### config.mk
export PLATFORM = sky130hd
export DESIGN_NAME = mtfd_ctrl
export DESIGN_NICKNAME = d
export VERILOG_FILES = /design/src/hw/rtl/mtfd_pkg.sv /design/src/hw/rtl/mtfd_ctrl.sv
export SDC_FILE = /design/constraint.sdc
export NUM_CORES = 1
export LEC_CHECK = 0
export BUFFER_PORTS_ARGS = -buffer_cell sky130_fd_sc_hd__buf_2
export CORE_AREA = 2 2 39 41
export CTS_CLUSTER_DIAMETER = 40
export DETAILED_ROUTE_END_ITERATION = 8
export DIE_AREA = 0 0 41 43
export PLACE_DENSITY = 0.71
export RECOVER_POWER = 25
export REMOVE_ABC_BUFFERS = 1
export SETUP_SLACK_MARGIN = 0.1
export SLEW_MARGIN = 10
export SYNTH_ARGS = -nofsm -noshare
export SYNTH_HDL_FRONTEND = slang
export SYNTH_SLANG_ARGS = --single-unit
### constraint.sdc
create_clock -name clk -period 2.4 [get_ports clk]
set_clock_uncertainty 0.05 [all_clocks]
set_input_delay 0.36 -clock clk [delete_from_list [all_inputs] [get_ports clk]]
set_output_delay 0.36 -clock clk [all_outputs]
set_load 0.005 [all_outputs]
### src/hw/rtl/mtfd_pkg.sv
// Package for the multi-tap feedback delay block.
// Holds the controller state type, register indexes, field widths and the
// command and status structs shared by the controller, datapath and top level.
`timescale 1ns / 1ps

package mtfd_pkg;

    // Fixed field widths of the stream and configuration ports.
    localparam int FIELD_W     = 16;
    localparam int GAIN_W      = 16;
    localparam int IN_DATA_W   = 3 * FIELD_W;
    localparam int CFG_INDEX_W = 3;
    localparam int CFG_DATA_W  = 40;
    localparam int COUNT_W     = 3;

    // Tap registers and the width of a tap select.
    localparam int TAP_REGS  = 4;
    localparam int TAP_SEL_W = 2;

    // Fields of a tap register.
    localparam int DELAY_W   = 24;
    localparam int FRAC_W    = 8;
    localparam int INT_W     = DELAY_W - FRAC_W;
    localparam int KEY_W     = INT_W + 1;

    // Register indexes on the configuration port.
    localparam logic [CFG_INDEX_W-1:0] CFG_TAP_COUNT = 3'd0;
    localparam logic [CFG_INDEX_W-1:0] CFG_TAP_0     = 3'd1;
    localparam logic [CFG_INDEX_W-1:0] CFG_TAP_1     = 3'd2;
    localparam logic [CFG_INDEX_W-1:0] CFG_TAP_2     = 3'd3;
    localparam logic [CFG_INDEX_W-1:0] CFG_TAP_3     = 3'd4;

    // Controller states.
    typedef enum logic [2:0] {
        ST_IDLE,
        ST_RD0,
        ST_RD1,
        ST_INTERP,
        ST_MAC,
        ST_FIN0,
        ST_FIN1,
        ST_COMMIT
    } state_t;

    // Commands from the controller to the datapath.
    typedef struct packed {
        logic                 load;
        logic                 rd_next;
        logic                 interp0;
        logic                 interp1;
        logic                 mac;
        logic                 fin0;
        logic                 fin1;
        logic                 commit;
        logic [TAP_SEL_W-1:0] tap_sel;
    } ctrl_cmd_t;

    // Status from the datapath to the controller.
    typedef struct packed {
        logic [COUNT_W-1:0] active;
    } dp_status_t;

endpackage

### src/hw/rtl/mtfd_ctrl.sv
// Controller state machine of the multi-tap feedback delay.
// Sequences tap reads, interpolation, accumulation and the final commit;
// depends on mtfd_pkg.
`timescale 1ns / 1ps

module mtfd_ctrl
    import mtfd_pkg::*;
(
    input  logic       clk,
    input  logic       rst_n,
    input  logic       s_tvalid,
    output logic       s_tready,
    output logic       m_tvalid,
    input  logic       m_tready,
    input  dp_status_t status,
    output ctrl_cmd_t  cmd
);

    state_t             state_reg;
    state_t             state_next;
    logic [COUNT_W-1:0] tap_cnt_reg;
    logic [COUNT_W-1:0] tap_cnt_next;
    logic               out_valid_reg;
    logic               out_valid_next;

    // State, tap counter and output valid registers.
    always_ff @(posedge clk or negedge rst_n)
    begin
        if (!rst_n)
        begin
            state_reg     <= ST_IDLE;
            tap_cnt_reg   <= '0;
            out_valid_reg <= 1'b0;
        end
        else
        begin
            state_reg     <= state_next;
            tap_cnt_reg   <= tap_cnt_next;
            out_valid_reg <= out_valid_next;
        end
    end

    // Next state and datapath commands.
    always_comb
    begin
        state_next   = state_reg;
        tap_cnt_next = tap_cnt_reg;
        s_tready     = 1'b0;
        cmd          = '0;
        cmd.tap_sel  = tap_cnt_reg[TAP_SEL_W-1:0];

        unique case (state_reg)
            ST_IDLE:
            begin
                s_tready = 1'b1;
                if (s_tvalid)
                begin
                    cmd.load     = 1'b1;
                    tap_cnt_next = '0;
                    state_next   = (status.active == '0) ? ST_FIN0 : ST_RD0;
                end
            end
            ST_RD0:
            begin
                state_next = ST_RD1;
            end
            ST_RD1:
            begin
                cmd.rd_next = 1'b1;
                cmd.interp0 = 1'b1;
                state_next  = ST_INTERP;
            end
            ST_INTERP:
            begin
                cmd.interp1 = 1'b1;
                state_next  = ST_MAC;
            end
            ST_MAC:
            begin
                cmd.mac = 1'b1;
                if (tap_cnt_reg + 1'b1 < status.active)
                begin
                    tap_cnt_next = tap_cnt_reg + 1'b1;
                    state_next   = ST_RD0;
                end
                else
                begin
                    state_next = ST_FIN0;
                end
            end
            ST_FIN0:
            begin
                cmd.fin0   = 1'b1;
                state_next = ST_FIN1;
            end
            ST_FIN1:
            begin
                cmd.fin1   = 1'b1;
                state_next = ST_COMMIT;
            end
            ST_COMMIT:
            begin
                // Wait for the output register to free up.
                if (!out_valid_reg || m_tready)
                begin
                    cmd.commit = 1'b1;
                    state_next = ST_IDLE;
                end
            end
        endcase
    end

    // Output register valid: set by a commit, cleared when the result is taken.
    always_comb
    begin
        priority if (cmd.commit)
            out_valid_next = 1'b1;
        else if (m_tready)
            out_valid_next = 1'b0;
        else
            out_valid_next = out_valid_reg;
    end

    assign m_tvalid = out_valid_reg;

    // A commit never overwrites a result that is still waiting.
    a_commit_room: assert property (@(posedge clk) disable iff (!rst_n)
        cmd.commit |-> (!out_valid_reg || m_tready))
        else $error("commit while output register is full");

    // Tap accumulation only runs for active taps.
    a_tap_range: assert property (@(posedge clk) disable iff (!rst_n)
        (state_reg == ST_MAC) |-> (tap_cnt_reg < status.active))
        else $error("tap counter beyond active taps");

    // An accepted transaction always leaves the idle state.
    a_accept_busy: assert property (@(posedge clk) disable iff (!rst_n)
        (s_tvalid && s_tready) |=> (state_reg != ST_IDLE))
        else $error("accepted transaction did not start");

    // A commit always presents a result in the next cycle.
    a_commit_valid: assert property (@(posedge clk) disable iff (!rst_n)
        cmd.commit |=> out_valid_reg)
        else $error("committed result not presented");

endmodule

# After elaboration in Yosys (flattened, before gate mapping)
# Index checks and enable logic that the tools add are counted.
# op_classes
magnitude_cmp	1
muxes	20
n_reduce_logical	8
n_eq_ne	10
add_sub_neg	1
# op_table
operator	count
3-bit case mux with 8 select lines	1
3-bit two-way mux	6
3-bit equality test (second input constant)	4
1-bit two-way mux	11
3-bit by 2-bit equality test with 1-bit output (second input constant)	2
3-bit logical NOT	2
2-bit inequality test (second input constant)	3
3-bit case mux with 2 select lines	1
2-bit nonzero test	2
3-bit by 1-bit adder with 3-bit output (second input constant)	1
3-bit by 1-bit equality test with 1-bit output (second input constant)	1
3-bit < comparator	1
3-bit AND reduction	1
2-bit two-way mux	1
2-bit AND reduction	1
1-bit logical NOT	1
1-bit logical OR	1
# word_totals
ff_bits	7
out_inout_bits	12
wordCells	43
inputBits	7

# Logic depth before layout (Yosys ltp)
# depth
depth_word	5
depth_mapped	7
ltp_nobuf	7

# Worst setup path before layout
# No wires, ideal clock.
# synth_path
kind	register to register
from	register tap_cnt_reg[0]
to	register tap_cnt_reg[0]
path_stages_with_launch	8
synth_period_minus_slack_ns	2.020
setup_ns	0.101
t_arrival_ns	1.870
slack_ns	0.380
path_buffers	0
required_time_ns	2.249
cell_sequence	dfrtp_1 ha_1 xor2_1 ha_1 a21oi_1 o21ai_2 or3_4 o311ai_2
# synth_between
elab_chain_cells	4
elab_cells_between_ends	6
cone_classes	add/sub: 1; order compare: 1; eq/ne: 1; mux: 2; reduce/logical: 1
# synth_rtl
item	line_no	text
start: declaration	mtfd_ctrl.sv:21	logic [COUNT_W-1:0] tap_cnt_reg;
start signal: assignment	mtfd_ctrl.sv:38	tap_cnt_reg <= tap_cnt_next;
3-bit by 1-bit adder with 3-bit output *	mtfd_ctrl.sv:81, mtfd_ctrl.sv:83	
3-bit < comparator	mtfd_ctrl.sv:81	if (tap_cnt_reg + 1'b1 < status.active)
2-bit inequality test (no line)	n/a	
3-bit AND reduction (no line)	n/a	
# Mark *: on every way between the ends. The rest lies on a longest branch, timed or not. The select of a mux whose other input is x is not followed.
# A chain may end at the register's enable or synchronous reset.

# Final worst setup path
# Same ends and word-level chain as after synthesis.

==> impl_metrics.py <==
metrics = {
    "outcome": {
        "outcome": "finished clean",
    },
    "placed_design": {
        "gp_congestion": 0.827,
        "port_buffers": 18,
        "hpwl_um": 812,
    },
    "global_routing": {
        "antenna_found_initial": 0,
        "use_met2_pct": 17.8,
        "grt_use_total_pct": 15.0,
        "grt_pass1_vias": 409,
        "use_met3_pct": 6.28,
        "grt_busiest_layer": "met1",
        "grt.overflow.total": 0,
        "grt_max_degree": 20,
        "met1_usage_pct": 22.2,
        "grt_pass1_wl_mm": 1.77,
    },
    "floorplan": {
        "coreArea_sq_mm": 0.00138,
        "die_w_um": 41,
        "boundaryPins": 19,
        "start_util_pct": 38.1,
        "die_h_um": 43,
        "std_cell_rows": 14,
        "dieArea_sq_mm": 0.00176,
    },
    "synth": {
        "yosysSeqAreaShare_pct": 33.3,
        "synth.avg_cell_area_sq_um": 7.98,
        "yosys.cell_types.count": 25,
        "async_flop_share_pct": 100,
        "yosysMostFrequentCell": "nor2_1",
        "synthTopCellsByCount": "nor2_1 (9), dfrtp_1 (7), nand2_1 (7)",
        "synth_top_flop_cell": "dfrtp_1",
        "yosys.area.top_type": "dfrtp_1",
        "yosysWarnings": 0,
        "synth_edf_count": 0,
        "ys_seq_elements": 7,
        "yosys.area.top_type_share_pct": 33.3,
        "syn_inst": 66,
        "syn-cell-area_sq_um": 527,
        "synth.area.top_cells": "dfrtp_1 (33%), ha_1 (7.1%), nor2_1 (6.4%)",
    },
    "critical_path": {
        "cp_max_fo": 6,
        "cp-start-kind": "register",
        "r2r-start": "tap_cnt_reg[0]$_DFFE_PN0P_",
        "critPathRequiredTime_ns": 2.51,
        "cp-startpoint": "tap_cnt_reg[0]$_DFFE_PN0P_",
        "worst_setup_path_end_kind": "register",
        "ff2ff_path_depth": 7,
        "ff2ff_setup_slack_ns": 0.27,
        "regToRegEndpoint": "tap_cnt_reg[0]$_DFFE_PN0P_",
        "path_class": "reg -> reg",
        "arrival_ns": 2.24,
    },
    "drt": {
        "drt-total-wl_mm": 1.13,
        "vias_per_cell": 5.14,
        "first_pass_iters": 4,
        "first_iter_violations": 7,
        "ant_nets": 0,
        "wl_per_cell_um": 11.6,
        "drc": 0,
        "vias": 499,
    },
    "sta": {
        "fmax_mhz": 470,
        "min_period_over_period_pct": 88.6,
        "hold_viol": 0,
        "setup-violations-final": 0,
        "whs_ns": 0.377,
        "rsz0062_at_grt": "no",
        "period_needed_ns": 2.13,
        "finalMaxSlewViolations": 0,
        "relSlewSlack_pct": 64.3,
        "finalSetupTns_ns": 0,
        "worst_pin_slew_ns": 0.535,
    },
    "hold_path": {
        "hp-start": "m_tready",
        "hold_path_class": "in -> reg",
        "min_path_cells": 4,
        "holdPathEnd": "state_reg[0]$_DFFE_PN0P_",
    },
    "clock_network": {
        "clk_pin_slew_ns": 0.05,
        "clock_latency_ns": 0.25,
        "clockBufferDepth": 2,
        "cts-root-buf": "clkbuf_4",
        "cts_buffers": 3,
        "htree_levels": 1,
        "ctsResizeCount": 0,
        "cts.sinks": 7,
        "cts_tree": "built",
    },
    "finish": {
        "fill_cells": 147,
        "fin_nets": 92,
        "drive_gt1_share_pct": 28.4,
        "diodes": 0,
        "syn_to_final_growth_pct": 18.5,
    },
    "power": {
        "leakage_nw": 0.309,
        "peakVddDrop_mv": 0.567,
        "p_per_area_mw_per_mm2": 1440,
    },
    "flow_run": {
        "cap_viol_max_count": 0,
    },
}
[cell families (layout without fill, tap and decap cells)]
family	Yosys count	after routing	synth area share (%)
AND/OR/NAND/NOR	33	33	31.6
AO/OA/AOI/OAI	11	11	15.2
buffers and inverters	11	26	11.2
flip-flops	7	7	33.3
adder cells (fa/ha/maj)	3	3	7.13
XOR/XNOR	1	1	1.66
[layer usage]
metal / share of wire [%] / vias up
li1: - / 253
met1: 47 / 227
met2: 46 / 17
met3: 5.2 / 2
met4: 1.2 / 0
met5: 0 / -
[final cells by class]
class | count | area (sq um) | share of cell area (%)
sequential | 7 | 175 | 28.1
inverter | 3 | 11.3 | 1.80
multi-input combinational | 48 | 293 | 46.9
tap | 16 | 20.0 | 3.21
timing repair buffer | 19 | 98.8 | 15.8
clock buffer | 4 | 26.3 | 4.21
[placed cells by master (no fill, tap or decap)]
master         synthesis  routed
and2_1                 2       2
nor3_1                 3       3
buf_2                  2      17
xor2_1                 1       1
nand3b_1               1       1
o21ai_2                1       1
o211ai_1               2       2
nand2b_1               1       1
nand3_1                4       4
dfrtp_1                7       7
nor4_1                 2       2
dlygate4sd3_1          0       1
nand2_1                7       7
inv_1                  3       3
a21oi_1                4       4
o311ai_2               1       1
ha_1                   3       3
clkbuf_1               1       2
nor2_1                 9       9
a221o_1                1       1
or3_4                  1       1
nor3b_1                2       2
o21ai_0                2       2
clkbuf_4               0       3
nor2b_1                1       1
[what timing repair did]
action / CTS / global route
buffers inserted: 0 / 0
setup endpoints to repair: 0 / 0
hold buffers: 1 / 0
endpoints found under the hold margin: 7 / 0
[stage by stage]
| stage | instances | power (mW) | setup slack (ns) | instance area [sq um] | utilization (%) |
|---|---|---|---|---|---|
| after CTS | 97 | 0.905 | 0.266 | 626 | 45.2 |
| final | 97 | 0.900 | 0.274 | 624 | 45.1 |
| after floorplan | 58 | 0.627 | 0.363 | 479 | - |
| after detailed placement | 92 | 0.787 | 0.271 | 589 | 42.6 |
| after global routing | 97 | 1.00 | 0.141 | 624 | 45.1 |
| after global placement | 92 | 0.777 | 0.331 | 589 | 42.6 |
[critical path: stages (launching register included)]
cell and delay [ns]:
dfrtp_1 0.44, ha_1 0.26, xor2_1 0.15, ha_1 0.29, a21oi_1 0.18, o21ai_2 0.11
or3_4 0.36, o311ai_2 0.21
[where the power goes]
part           internal [mW]  switching, mW  total, mW
Combinational          0.237          0.241      0.478
Clock                 0.0636         0.0460      0.110
Sequential             0.179          0.133      0.312
Total                  0.480          0.420      0.900
[worst max-delay path by stage]
stage | to | slack, ns | depth (start not counted)
after floorplan | tap_cnt_reg[0]$_DFFE_PN0P_ | 0.36 | 7
after global placement | tap_cnt_reg[0]$_DFFE_PN0P_ | 0.33 | 7
after detailed placement | tap_cnt_reg[0]$_DFFE_PN0P_ | 0.27 | 7
after CTS | tap_cnt_reg[0]$_DFFE_PN0P_ | 0.27 | 7
after global routing | tap_cnt_reg[0]$_DFFE_PN0P_ | 0.14 | 7
final | tap_cnt_reg[0]$_DFFE_PN0P_ | 0.27 | 7
No activity file was read; power rests on OpenSTA's default activity.
